File: src/rtl/dbp_pkg.sv
// dbp_pkg: shared types and op codes for the Deflate bit packer.
// No dependencies; imported by every rtl module of the block.
package dbp_pkg;

	localparam logic [2:0] OP_HUFF  = 3'd0;
	localparam logic [2:0] OP_DATA  = 3'd1;
	localparam logic [2:0] OP_BYTE1 = 3'd2;
	localparam logic [2:0] OP_BYTE2 = 3'd3;
	localparam logic [2:0] OP_BYTE4 = 3'd4;

	localparam logic [5:0] MAX_BITS = 6'd32;
	localparam int unsigned QUEUE_DEPTH = 2;

	typedef struct packed {
		logic [2:0]  op;
		logic [5:0]  bit_count;
		logic [31:0] value;
	} in_item_t;

	typedef struct packed {
		logic [7:0] out_byte;
		logic       last;
	} out_item_t;

	// normalized work: bits LSB first, count 1..32, aligned flag
	typedef struct packed {
		logic [31:0] bits;
		logic [5:0]  nbits;
		logic        align;
	} entry_t;

	typedef struct packed {
		logic       full;
		logic       empty;
		logic [1:0] count;
	} queue_stat_t;

endpackage

File: src/rtl/dbp_front.sv
// dbp_front: classifies an input beat into a normalized queue entry.
// Depends on dbp_pkg.
module dbp_front (
	input  dbp_pkg::in_item_t in_item,
	output dbp_pkg::entry_t   ent,
	output logic              keep
);
	import dbp_pkg::*;

	logic [5:0]  n_sat;
	logic [31:0] rev;
	logic [31:0] mask;
	logic [5:0]  rsh;

	always_comb begin
		n_sat = (in_item.bit_count > MAX_BITS) ? MAX_BITS : in_item.bit_count;
		for (int i = 0; i < 32; i++) begin
			rev[i] = in_item.value[31 - i];
		end
		rsh  = MAX_BITS - n_sat;
		mask = (n_sat == MAX_BITS) ? 32'hFFFF_FFFF : ((32'd1 << n_sat[4:0]) - 32'd1);
		ent  = '0;
		keep = 1'b0;
		case (in_item.op)
			OP_HUFF: begin
				ent.bits  = (n_sat == 6'd0) ? 32'd0 : (rev >> rsh[4:0]);
				ent.nbits = n_sat;
				keep      = (n_sat != 6'd0);
			end
			OP_DATA: begin
				ent.bits  = in_item.value & mask;
				ent.nbits = n_sat;
				keep      = (n_sat != 6'd0);
			end
			OP_BYTE1: begin
				ent.bits  = {24'd0, in_item.value[7:0]};
				ent.nbits = 6'd8;
				ent.align = 1'b1;
				keep      = 1'b1;
			end
			OP_BYTE2: begin
				ent.bits  = {16'd0, in_item.value[15:0]};
				ent.nbits = 6'd16;
				ent.align = 1'b1;
				keep      = 1'b1;
			end
			OP_BYTE4: begin
				ent.bits  = in_item.value;
				ent.nbits = 6'd32;
				ent.align = 1'b1;
				keep      = 1'b1;
			end
			default: begin
				keep = 1'b0;
			end
		endcase
	end

endmodule

File: src/rtl/dbp_queue.sv
// dbp_queue: two-entry queue between classifier and packer.
// Depends on dbp_pkg.
module dbp_queue (
	input  logic                  clk,
	input  logic                  arst_n,
	input  logic                  push,
	input  dbp_pkg::entry_t       push_ent,
	input  logic                  pop,
	output dbp_pkg::entry_t       head,
	output dbp_pkg::queue_stat_t  stat
);
	import dbp_pkg::*;

	entry_t     mem_q [QUEUE_DEPTH];
	logic       wr_ptr_q;
	logic       rd_ptr_q;
	logic [1:0] cnt_q;

	always_ff @(posedge clk) begin
		if (push) begin
			mem_q[wr_ptr_q] <= push_ent;
		end
	end

	always_ff @(posedge clk or negedge arst_n) begin
		if (!arst_n) begin
			wr_ptr_q <= 1'b0;
			rd_ptr_q <= 1'b0;
			cnt_q    <= 2'd0;
		end else begin
			if (push) begin
				wr_ptr_q <= ~wr_ptr_q;
			end
			if (pop) begin
				rd_ptr_q <= ~rd_ptr_q;
			end
			case ({push, pop})
				2'b10:   cnt_q <= cnt_q + 2'd1;
				2'b01:   cnt_q <= cnt_q - 2'd1;
				default: cnt_q <= cnt_q;
			endcase
		end
	end

	assign head       = mem_q[rd_ptr_q];
	assign stat.full  = (cnt_q == 2'(QUEUE_DEPTH));
	assign stat.empty = (cnt_q == 2'd0);
	assign stat.count = cnt_q;

endmodule

File: src/rtl/dbp_back.sv
// dbp_back: merges entries into the bit accumulator and emits bytes.
// Depends on dbp_pkg.
module dbp_back (
	input  logic                clk,
	input  logic                arst_n,
	input  logic                ent_valid,
	input  dbp_pkg::entry_t     ent,
	output logic                ent_pop,
	output logic                out_valid,
	input  logic                out_ready,
	output dbp_pkg::out_item_t  out_item
);
	import dbp_pkg::*;

	// window of pending bits; below 8 bits it is the partial byte
	logic [39:0] w_q;
	logic [5:0]  cnt_q;
	logic        out_valid_q;
	out_item_t   out_q;

	logic        have_byte;
	logic        emit;
	logic [39:0] w_load;
	logic [5:0]  cnt_load;

	assign have_byte = (cnt_q[5:3] != 3'd0);
	assign emit      = have_byte && (!out_valid_q || out_ready);
	assign ent_pop   = !have_byte && ent_valid;

	always_comb begin
		if (ent.align && (cnt_q[2:0] != 3'd0)) begin
			w_load   = {ent.bits, 1'b0, w_q[6:0]};
			cnt_load = ent.nbits + 6'd8;
		end else if (ent.align) begin
			w_load   = {8'd0, ent.bits};
			cnt_load = ent.nbits;
		end else begin
			w_load   = {33'd0, w_q[6:0]} | ({8'd0, ent.bits} << cnt_q[2:0]);
			cnt_load = {3'd0, cnt_q[2:0]} + ent.nbits;
		end
	end

	always_ff @(posedge clk or negedge arst_n) begin
		if (!arst_n) begin
			w_q         <= '0;
			cnt_q       <= '0;
			out_valid_q <= 1'b0;
		end else begin
			if (ent_pop) begin
				w_q   <= w_load;
				cnt_q <= cnt_load;
			end else if (emit) begin
				w_q   <= w_q >> 8;
				cnt_q <= cnt_q - 6'd8;
			end
			if (emit) begin
				out_valid_q <= 1'b1;
			end else if (out_ready) begin
				out_valid_q <= 1'b0;
			end
		end
	end

	always_ff @(posedge clk) begin
		if (emit) begin
			out_q.out_byte <= w_q[7:0];
			out_q.last     <= (cnt_q < 6'd16);
		end
	end

	assign out_valid = out_valid_q;
	assign out_item  = out_q;

endmodule

File: src/rtl/deflate_bit_packer_unit.sv
// deflate_bit_packer_unit: top level of the LSB-first Deflate bit packer.
// Depends on dbp_pkg, dbp_front, dbp_queue, dbp_back.
//
//  channel | handshake            | beat
//  --------+----------------------+---------------------------------------
//  in      | in_valid / in_ready  | in_item: op, bit_count, value
//  out     | out_valid / out_ready| out_item: out_byte, last
//
// An item is first merged into the 40-bit window, then its bytes are
// emitted one per cycle while the output is not stalled. Items with
// no byte take the merge step only; ignored ops never reach the queue.
// A two-entry queue lets input be taken while bytes drain.
// Reset clears the partial byte, the queue pointers and count, and the output valid flag.
// A stalled output holds a window with a full byte; input stalls only when the queue is full.
module deflate_bit_packer_unit (
	input  logic                clk,
	input  logic                arst_n,
	input  logic                in_valid,
	output logic                in_ready,
	input  dbp_pkg::in_item_t   in_item,
	output logic                out_valid,
	input  logic                out_ready,
	output dbp_pkg::out_item_t  out_item
);
	import dbp_pkg::*;

	entry_t      front_ent;
	logic        keep;
	logic        push;
	logic        pop;
	entry_t      head;
	queue_stat_t qstat;

	dbp_front u_front (
		.in_item (in_item),
		.ent     (front_ent),
		.keep    (keep)
	);

	assign in_ready = !qstat.full;
	assign push     = in_valid && in_ready && keep;

	dbp_queue u_queue (
		.clk      (clk),
		.arst_n   (arst_n),
		.push     (push),
		.push_ent (front_ent),
		.pop      (pop),
		.head     (head),
		.stat     (qstat)
	);

	dbp_back u_back (
		.clk       (clk),
		.arst_n    (arst_n),
		.ent_valid (!qstat.empty),
		.ent       (head),
		.ent_pop   (pop),
		.out_valid (out_valid),
		.out_ready (out_ready),
		.out_item  (out_item)
	);

`ifndef SYNTHESIS
	a_queue_bound: assert property (@(posedge clk) disable iff (!arst_n)
		qstat.count <= 2'(QUEUE_DEPTH))
		else $error("queue count over depth");

	a_pop_nonempty: assert property (@(posedge clk) disable iff (!arst_n)
		pop |-> !qstat.empty)
		else $error("pop from empty queue");

	a_count_track: assert property (@(posedge clk) disable iff (!arst_n)
		(push && !pop) |=> (qstat.count == $past(qstat.count) + 2'd1))
		else $error("queue count lost a push");

	a_entry_nonzero: assert property (@(posedge clk) disable iff (!arst_n)
		push |-> (front_ent.nbits != 6'd0 && front_ent.nbits <= MAX_BITS))
		else $error("queued entry with bad bit count");
`endif

endmodule
File: config.mk
export PLATFORM = sky130hd
export DESIGN_NAME = deflate_bit_packer_unit
export DESIGN_NICKNAME = d
export VERILOG_FILES = /design/src/rtl/dbp_pkg.sv /design/src/rtl/dbp_front.sv /design/src/rtl/dbp_queue.sv /design/src/rtl/dbp_back.sv /design/src/rtl/deflate_bit_packer_unit.sv
export SDC_FILE = /design/constraint.sdc
export NUM_CORES = 1
export LEC_CHECK = 0
export ABC_AREA = 1
export ABC_CLOCK_PERIOD_IN_PS = 3400
export BUFFER_PORTS_ARGS = -buffer_cell sky130_fd_sc_hd__buf_2
export CAP_MARGIN = 0
export CORE_MARGIN = 2
export CORE_UTILIZATION = 55
export DETAILED_ROUTE_END_ITERATION = 12
export PLACE_DENSITY = 0.78
export SETUP_SLACK_MARGIN = 0.2
export SYNTH_ARGS = -nofsm -noshare
export SYNTH_HDL_FRONTEND = slang
export SYNTH_HIERARCHICAL = 1
export SYNTH_SLANG_ARGS = --single-unit
File: constraint.sdc
create_clock -name clk -period 3.4 [get_ports clk]
set_clock_uncertainty 0.15 [all_clocks]
set_input_delay 0 -clock clk [delete_from_list [all_inputs] [get_ports clk]]
set_output_delay 0 -clock clk [all_outputs]
set_load 0.03 [all_outputs]
==> summary.md, run 1 <==
| Metric | Value |
|---|---|
| Syn-to-layout area delta | 11.6% |
| CTS H-Tree Depth | 4 |
| Port bufs | between 50 and 60 |
| Unique masters post-synth | 56 |
| Worst min-delay path class | in -> async |
| Crit Path Max Fanout | 8 |
| Worst slack, placed | roughly 0.29 ns |
| Vias in the first global route | around 11000 |
| Top_reg_cell synth | edfxtp_1 |
| Pwr/cell area | 696 nW/µm² |
| Final Worst Setup Slack | between 0.4 and 0.5 ns |
| Die area | 21700 µm² |
| CTS Buf Count | 17 |
| Post-synth EDFFs | between 80 and 90 |
| Routed wire per std cell | about 18 µm |
| TritonCTS clock tree | built |
| Initial Util | 0.560 |
| Avg Cell Area, Syn | around 6.7 µm² |
| Leading area contributor after synthesis | edfxtp_1 |
| Cell area after synthesis | 11300 µm² |
| Via-per-instance ratio | 5.96 |
| Share of post-route cells with drive strength above 1 | 0.120 |
| Die Y-Extent | approximately 150 µm |
| Worst VDD drop | ~0.00039 V |
| Top cell type's share of synthesized area | 0.231 |
| Cells along the critical path | dlygate4sd3_1 -> buf_2 -> nor2_1 -> nand3_2 -> a21oi_2 -> ha_1 -> nand4_1 -> nor2_1 -> nor2_1 -> nand3_1 -> nor2_1 -> nand3_1 -> nand3_1 -> nand3_1 -> nand3_1 |
| Clk_lat worst skew | about 0.43 ns |
| Worst Path Arrival | between 2 and 3 ns |
| Sequential share of the synthesized area | 0.344 |
| Syn_nets | ~1700 |
| Tcrit/Tclk final | 0.881 |
| Flop and latch count out of synthesis | about 140 |
| WS Path Type | in -> reg |
| DRT Pass-1 Iters | 9 |
| Slew Viols, Final | 0 |
| Antenna-violating nets left | 0 |
| Slew @ Worst Pin | 0.723 ns |
| Hold slack | 0.0497 ns |
| Top delay family on crit path | simple AND/OR/NAND/NOR gates |
| Peak Freq | 0.334 GHz |
| Top post-synthesis cells by area | edfxtp_1 23%, nand2_1 17%, dfrtp_1 11% |
| Largest net degree at the start of global routing | 45 |
| Die W | approximately 150 µm |
| Top post-synthesis cells by count | 500 x nand2_1, 248 x nand3_1, 156 x inv_1, 156 x o21ai_0, 97 x nor2_1 |
| Placed instance area | 11600 µm² |
| Fin nets | between 1500 and 2000 |
| Diodes inserted | 0 |
| Most used cell, CP | nand3_1 |
| DR vias | ~12000 |
| Setup crit end kind | register |
| I/O pin total | between 50 and 60 |
| Post-synthesis cell count | approximately 1700 |
| Most frequent cell after synthesis | nand2_1 |
| Status | finished clean |
| Buf/Inv on CP | 2 |
| Estimated wirelength of the detail-placed design | 27.3 mm |
| Max incr delay on CP | between 0.5 and 0.6 ns |
| Starting DRT DRC Count | around 1600 |
| CTS Buffer Depth | 2 |
| Final Power | just under 9 mW |
| First-pass GRT wire length | just under 60 mm |
| Leakage | roughly 6.0 nW |
| Setup violators final | 0 |
| Crit-path slowest cell | dlygate4sd3_1 |
| CP startpoint kind | input pin |
| CP required | approximately 3.4 ns |
| Worst-path clk slew | roughly 0.060 ns |
| Grt ovf | 0 |
| RSZ-0062 raised after global routing | no |
| Final Hold Viols | 0 |
| DRT Wirelength | 36.7 mm |
| # rows | 52 |
| Worst slew margin | 0.513 |
| Synth Warn # | 6 |
| Clock sink count | about 140 |
| Total core area | approximately 20000 µm² |
| Cell area after layout | roughly 13000 µm² |
| Gr usage total | 0.343 |
| Drc violations | 0 |
| Max-capacitance violation count | 0 |
| FFs w/ async S/R, synth | 0.370 |
| Minimum clock period | between 2 and 3 ns |
| TNS Setup | 0 ns |
| Placer congestion estimate | around 1.1 |
| Initial antenna violation count | 0 |
| Root Driver | clkbuf_16 |
==> worst min-delay path: cells and delay by family <==
kind	cells	cell delay [ns]
buffers and inverters	3	1.08
==> per-stage QoR <==
stage               cells  utilization
floorplan            1683            -
global placement     1941        0.574
detailed placement   1941        0.574
CTS                  2011        0.624
global route         2012        0.625
finish               2012        0.625
==> worst paths after layout <==
kind	startpoint	to	slack [ns]	cells after the start
worst max-delay path	in_item[33]	u_queue/mem_q[0][36]	0.40	15
worst min-delay path	arst_n	u_back/w_q[35]	0.05	3
worst max register to register	u_queue/rd_ptr_q	u_back/w_q[4]	0.65	10
worst min register to register	u_back/w_q[6]	u_back/out_item[7]	0.31	0
max in group asynchronous	arst_n	u_queue/rd_ptr_q	2.36	3
min in group clk	in_item[38]	u_queue/mem_q[0][5]	0.11	4
==> cell families after synthesis <==
| family | Yosys count | synth area share |
|---|---|---|
| and+or+nand+nor | 949 | 0.377 |
| muxes | 1 | 0.000886 |
| AOI/OAI and AO/OA | 303 | 0.149 |
| buffers and inverters | 276 | 0.111 |
| DFF | 138 | 0.344 |
| adders and majority gates | 13 | 0.0151 |
| xor gates and xnor gates | 3 | 0.00233 |
==> layer usage <==
metal,track usage,wire (µm),vias up
met1,0.439,14900,5523
met3,0.0491,2860,119
met4,0.196,2180,0
met2,0.557,16800,640
li1,-,-,5705
met5,0,0,-
==> where the power goes <==
part	total [mW]	switching, mW	leakage [nW]	internal (mW)
Combinational	4.35	3.02	4.27	1.33
Clock	1.91	0.791	0.302	1.12
Sequential	2.52	0.278	1.47	2.25
Total	8.79	4.09	6.04	4.70
==> layout by cell type, fill, tap and decap left out, types with 41 or more instances in the layout <==
| master | n |
|---|---|
| nand2_1 | 500 |
| nand3_1 | 248 |
| inv_1 | 155 |
| o21ai_0 | 154 |
| nor2_1 | 95 |
| edfxtp_1 | 87 |
| buf_2 | 55 |
| dfrtp_1 | 50 |
| o21ai_1 | 42 |
| a21oi_1 | 41 |
==> final cells by class <==
type	instances	area, µm²
Fill cell	1858	7550
Multi-Input combinational cell	1269	6190
Sequential cell	138	3890
Timing Repair Buffer	120	883
Inverter	183	694
Clock buffer	17	425
Tap cell	270	338
Clock inverter	15	195
==> registers in the layout, summed over array words and instances, names as in the netlist <==
signal,count
u_queue/wr_ptr_q,1
u_back/cnt_q,6
u_back/out_valid,1
u_queue/cnt_q,2
u_back/w_q,40
u_queue/mem_q,78
u_back/out_item,9
u_queue/rd_ptr_q,1
==> timing repair <==
item	in CTS	in global routing
endpoints found under the setup margin	0	16
gates resized for setup	0	7
buffers inserted	0	1
endpoints found under the hold margin	121	0
hold buffers	38	0
Power figures use the tool's default switching activity.
==> run 2: changes to the inputs <==
- ABC_AREA: 1 -> unset
==> run 2 against run 1 <==
Combinational power shrank 8.0%; register-to-register slack worse by 0.13 ns; die area is 7.0% lower; via count fell by 21%; total power shrank 3.9%; routed wire length fell by 6.3%; non-clock buffer count rose by 15; clock power hardly changed; highest routed layer unchanged.
==> summary.md, run 2 <==
| Metric | Value |
|---|---|
| Status | finished clean |
| Setup Buffers After CTS | 0 |
| Grt ovf | 0 |
| Drc violations | 0 |
| Cell area after synthesis | ~10000 µm² |
| Vias in the first global route | slightly above 9000 |
| Worst Path Arrival | about 3 ns |
| Initial Util | 0.561 |
| Placer congestion estimate | a little over 1 |
| Worst min-delay path class | in -> reg |
| Crit Path Max Fanout | 10 |
| Die area | 20200 µm² |
| Gr usage total | 0.346 |
| Initial antenna violation count | 0 |
| Slew @ Worst Pin | approximately 0.94 ns |
| Flop and latch count out of synthesis | about 140 |
| Port bufs | between 50 and 60 |
| Synth Area in Adders | 0.0162 |
| Most used cell, CP | nor2_1 |
| Top_reg_cell synth | edfxtp_1 |
| Leading area contributor after synthesis | edfxtp_1 |
| Clock sink count | between 100 and 150 |
| Syn_nets | around 1100 |
| # rows | 50 |
| Die Y-Extent | around 140 µm |
| Setup violators final | 0 |
| Post-synth EDFFs | 87 |
| Total core area | between 15000 and 20000 µm² |
| Worst-path clk slew | about 0.06 ns |
| Top post-synthesis cells by area | edfxtp_1 25%, dfrtp_1 12%, mux2i_1 10% |
| Top post-synthesis cells by count | 109 x mux2i_1, 105 x nand2_1, 87 x edfxtp_1, 83 x nor2_1, 51 x dfrtp_1 |
| Setup crit start | in_item[33] |
| TritonCTS clock tree | built |
| Sequential share of the synthesized area | 0.371 |
| Root Driver | clkbuf_16 |
| Clk_lat worst skew | about 0.43 ns |
| Hold_sp | in_item[30] |
| Cells along the critical path | dlygate4sd3_1 -> buf_2 -> nand2b_4 -> inv_1 -> nor2_1 -> ha_1 -> nor2_1 -> a21boi_2 -> a2bb2oi_1 -> xor2_1 -> o311ai_0 -> o221ai_1 |
| CTS H-Tree Depth | 4 |
| Leakage | 4.74 nW |
| Final Power | ~8.4 mW |
| Avg Cell Area, Syn | slightly above 10 µm² |
| Top reg by flops | u_queue/mem_q |
| Minimum clock period | between 3 and 4 ns |
| I/O pin total | 56 |
| First-pass GRT wire length | roughly 53 mm |
| Largest family of logic cells by synthesized area | multiplexers |
| Most frequent cells in the layout | 109 x mux2i_1, 105 x nand2_1, 87 x edfxtp_1, 81 x nor2_1, 55 x buf_2 |
| Starting DRT DRC Count | roughly 1500 |
| CTS Buffer Depth | 2 |
| Top cell type's share of synthesized area | 0.249 |
| Mux cell area share after synthesis | 0.228 |
| Synth Warn # | 6 |
| Worst VDD drop | 0.000445 V |
| Post-synthesis xor/xnor area fraction | 0.0200 |
| DRT Pass-1 Iters | 7 |
| Pwr/cell area | 703 nW/µm² |
| DR vias | around 9400 |
| Most frequent cell after synthesis | mux2i_1 |
| Unique masters post-synth | 85 |
| Peak Freq | ~0.32 GHz |
| Simple-Gate Fraction of Synth Area | 0.147 |
| RSZ-0062 raised after global routing | no |
| Routed wire per std cell | 25.6 µm |
| Die W | about 140 µm |
| Synth Area in Compound Gates | 0.168 |
| Tcrit/Tclk final | 0.909 |
| Worst slew margin | 0.373 |
| Via-per-instance ratio | 7.03 |
| Syn-to-layout area delta | 14.4% |
| FFs w/ async S/R, synth | 0.370 |
| TNS Setup | 0 ns |
| Setup crit end kind | register |
| Diodes inserted | 0 |
| Cell area after layout | approximately 12000 µm² |
| Share of post-route cells with drive strength above 1 | 0.212 |
| Estimated wirelength of the detail-placed design | 24.9 mm |
| Worst slack, placed | 0.284 ns |
| Largest net degree at the start of global routing | 47 |
| Largest register FFs | between 70 and 80 |
| WS Path Type | in -> reg |
| Antenna-violating nets left | 0 |
| CTS Buf Count | 17 |
| Final Worst Setup Slack | around 0.3 ns |
| Crit-path slowest cell | dlygate4sd3_1 |
| Final Hold Viols | 0 |
| Post-synthesis cell count | 1019 |
| Max-capacitance violation count | 0 |
| Max incr delay on CP | about 0.52 ns |
| CP required | between 3 and 4 ns |
| R2r startpoint | u_queue/rd_ptr_q |
| CP startpoint kind | input pin |
| Fin nets | roughly 1200 |
| Placed instance area | 11000 µm² |
| DRT Wirelength | about 34 mm |
| Slew Viols, Final | 0 |
| Hold slack | 0.0139 ns |
| Most common cell after layout, fill and taps aside | mux2i_1 |
-- run 2: layer usage --
layer | track usage | vias up | share of wire | routed length, µm
li1 | - | 4118 | - | -
met1 | 0.438 | 4579 | 0.39 | 13500
met2 | 0.565 | 600 | 0.47 | 16200
met3 | 0.0495 | 125 | 0.074 | 2540
met4 | 0.209 | 0 | 0.061 | 2100
met5 | 0 | - | 0 | 0
-- run 2: path summary, 6_finish.rpt --
kind / depth (start not counted) / slack (ns) / end
setup / recovery: 12 / 0.31 / u_queue/mem_q[0][12]
hold / removal: 3 / 0.01 / u_queue/mem_q[1][37]
setup reg to reg: 7 / 0.52 / u_back/cnt_q[3]
hold reg to reg: 0 / 0.31 / u_back/out_item[8]
max in group asynchronous: 4 / 2.23 / u_back/cnt_q[0]
min in group asynchronous: 4 / 0.50 / u_back/w_q[22]
-- run 2: power breakdown --
part | total [mW] | switching (mW) | leakage, nW | internal, mW
clock | 1.94 | 0.707 | 0.318 | 1.23
combinational | 4.00 | 2.32 | 2.94 | 1.68
sequential | 2.50 | 0.287 | 1.48 | 2.22
total | 8.44 | 3.31 | 4.74 | 5.13
-- run 2: cell families after synthesis --
kind of cell / Yosys count
adders and majority gates: 13
buffers and inverters: 99
muxes: 186
AOI/OAI and AO/OA: 244
xor gates and xnor gates: 24
DFF: 138
and+or+nand+nor: 315
-- run 2: final cells by class --
class	count	area [µm²]
fill	1469	6700
multi-input combinational	782	6120
sequential	138	3890
timing repair buffer	135	983
clock buffer	22	517
tap	234	293
clock inverter	10	124
inverter	20	75.1
-- run 2: metrics by stage --
stage	util	instances
6_report	0.642	1341
5_1_grt	0.642	1341
4_1_cts	0.642	1341
3_5_place_dp	0.589	1275
3_3_place_gp	0.589	1275
2_1_floorplan	-	1019
-- run 2: what timing repair did --
action | in CTS | in global routing
resized for setup | 0 | 1
endpoints found under the hold margin | 88 | 0
setup endpoints to repair | 0 | 2
hold buffers | 34 | 0
-- run 2: critical path, delay by kind of cell --
family | cells | cell delay [ns]
AO/OA/AOI/OAI | 4 | 1.44
buffers and inverters | 3 | 0.81
AND/OR/NAND/NOR | 3 | 0.38
adder cells (fa/ha/maj) | 1 | 0.29
XOR/XNOR | 1 | 0.13
==> run 3: changes to the inputs <==
- CORE_ASPECT_RATIO: unset -> 1.25
==> run 3 against run 2 <==
Sequential cell count stayed put; sequential power is 2% lower; combinational power is 1% higher.
==> summary.md, run 3 (synthesized netlist as in run 2, its figures left out) <==
| Metric | Value |
|---|---|
| Status | finished clean |
| DRT Wirelength | approximately 35 mm |
| Crit-path slowest cell | o311ai_0 |
| Via-per-instance ratio | between 7 and 8 |
| Setup crit end kind | register |
| WHS Endpoint | u_queue/mem_q[1][8] |
| Share of post-route cells with drive strength above 1 | 0.217 |
| Hold Path Stages | 4 |
| Pwr/cell area | between 600 and 700 nW/µm² |
| Minimum clock period | ~3.2 ns |
| Gr usage total | 0.350 |
| Largest net degree at the start of global routing | 44 |
| Starting DRT DRC Count | roughly 1200 |
| First-pass GRT wire length | between 50 and 60 mm |
| Port bufs | between 50 and 60 |
| WS Path Type | in -> reg |
| Worst slew margin | 0.410 |
| Worst VDD drop | between 0.0004 and 0.0005 V |
| Reg-to-reg slack, setup | about 0.7 ns |
| Peak Freq | between 0.3 and 0.4 GHz |
| Root Driver | clkbuf_16 |
| CP required | roughly 3.5 ns |
| R2R Path End | u_back/cnt_q[4] |
| Total core area | 18700 µm² |
| Worst Path Arrival | around 3.2 ns |
| Vias in the first global route | a little over 9000 |
| Initial antenna violation count | 0 |
| Largest register FFs | just under 80 |
| Most frequent cells in the layout | 109 x mux2i_1, 105 x nand2_1, 87 x edfxtp_1, 79 x nor2_1, 55 x buf_2 |
| Top reg by flops | u_queue/mem_q |
| Drc violations | 0 |
| Post-layout util | 0.645 |
| Fillers | about 1500 |
| R2r startpoint | u_queue/rd_ptr_q |
| Die area | between 20000 and 25000 µm² |
| I/O pin total | between 50 and 60 |
| Setup Buffers After CTS | 0 |
| # rows | 56 |
| Tcrit/Tclk final | 0.930 |
| Die Y-Extent | 158 µm |
| Die W | ~130 µm |
| CP startpoint kind | input pin |
| Placer congestion estimate | ~1.1 |
| Initial Util | 0.561 |
| Clk_lat worst skew | ~0.42 ns |
| Cells along the critical path | dlygate4sd3_1 -> buf_2 -> nand2b_4 -> inv_1 -> nor2_1 -> ha_1 -> nor2_2 -> a21boi_2 -> nor2_2 -> nor3b_1 -> o311ai_0 -> buf_4 -> nand3_1 -> o211ai_1 |
| TritonCTS clock tree | built |
| Worst Reg-to-Reg Cells | 8 |
| Final Hold Viols | 0 |
| TNS Setup | 0 ns |
| Final Power | approximately 8.3 mW |
| DR vias | 9472 |
| Grt ovf | 0 |
| Slew Viols, Final | 0 |
| Setup violators final | 0 |
| Worst min-delay path class | in -> reg |
| CTS Buffer Depth | 2 |
| Hold_sp | in_item[1] |
| Routed wire per std cell | approximately 26 µm |
| Syn-to-layout area delta | 15.0% |
| Max incr delay on CP | about 0.74 ns |
| Estimated wirelength of the detail-placed design | about 25 mm |
| Antenna-violating nets left | 0 |
| Crit Path Max Fanout | 9 |
| Most common cell after layout, fill and taps aside | mux2i_1 |
| Fin nets | approximately 1200 |
| Clock sink count | 138 |
| DRT Pass-1 Iters | 7 |
| Hold slack | roughly 0.041 ns |
| CTS H-Tree Depth | 4 |
| CTS Buf Count | 17 |
| Leakage | between 4 and 5 nW |
| Diodes inserted | 0 |
| Most used cell, CP | nor2_2 |
| RSZ-0062 raised after global routing | yes |
| Slew @ Worst Pin | 0.874 ns |
| Max-capacitance violation count | 0 |
| Worst-path clk slew | ~0.070 ns |
==> run 3: changes by cell type in the layout (fill, tap and decap cells not counted), sizes merged <==
cell,before,now
dlygate4sd3,33,35
inv,23,29
buf,102,106
bufinv,2,0
clkbuf,22,18
==> run 3: worst max-delay path by stage <==
stage,startpoint,end,slack (ns),cells after the start
final,in_item[37],u_queue/mem_q[1][16],0.24,14
after global routing,in_item[37],u_queue/mem_q[0][35],0.16,13
after CTS,in_item[37],u_queue/mem_q[1][19],0.36,12
after detailed placement,in_item[32],u_queue/mem_q[1][19],0.41,11
after global placement,in_item[32],u_queue/mem_q[0][19],0.43,11
after floorplan,in_item[37],u_queue/mem_q[0][38],0.22,15
==> run 3: power by group <==
group | internal [mW] | switching, mW
Sequential | 2.22 | 0.248
Clock | 0.982 | 0.804
Combinational | 1.72 | 2.34
Total | 4.92 | 3.39
==> run 3: what timing repair did <==
item / CTS / global route
setup endpoints to repair: 0 / 18
hold endpoints to repair: 107 / 0
hold buffers: 36 / 0
resized for setup: 0 / 5
==> run 3: area by class of cell <==
class,count,area [µm²],area share
clock buffer,18,429,0.0356
clock inverter,14,150,0.0124
inverter,20,75.1,0.00622
multi-input combinational,782,6150,0.510
sequential,138,3890,0.322
tap,232,290,0.0241
timing repair buffer,141,1080,0.0898
==> run 3: stage by stage <==
step | area, µm² | instances | setup WS [ns]
finish | 12100 | 1345 | 0.237
global route | 12100 | 1345 | 0.158
CTS | 12000 | 1345 | 0.363
detailed placement | 11100 | 1277 | 0.411
global placement | 11100 | 1277 | 0.428
floorplan | 10500 | 1019 | 0.219
==> run 3: critical path: cells and delay by family <==
| family | cells | cell delay [ns] |
|---|---|---|
| buffers and inverters | 4 | 0.98 |
| AOI/OAI and AO/OA | 3 | 1.11 |
| and+or+nand+nor | 6 | 0.81 |
| adders and majority gates | 1 | 0.33 |
==> run 3: layer usage <==
metal / vias up / GRT usage / part of all wire
met1: 4591 / 0.394 / 0.36
met5: - / 0 / 0
li1: 4135 / - / -
met3: 140 / 0.0528 / 0.075
met2: 606 / 0.619 / 0.50
met4: 0 / 0.226 / 0.072
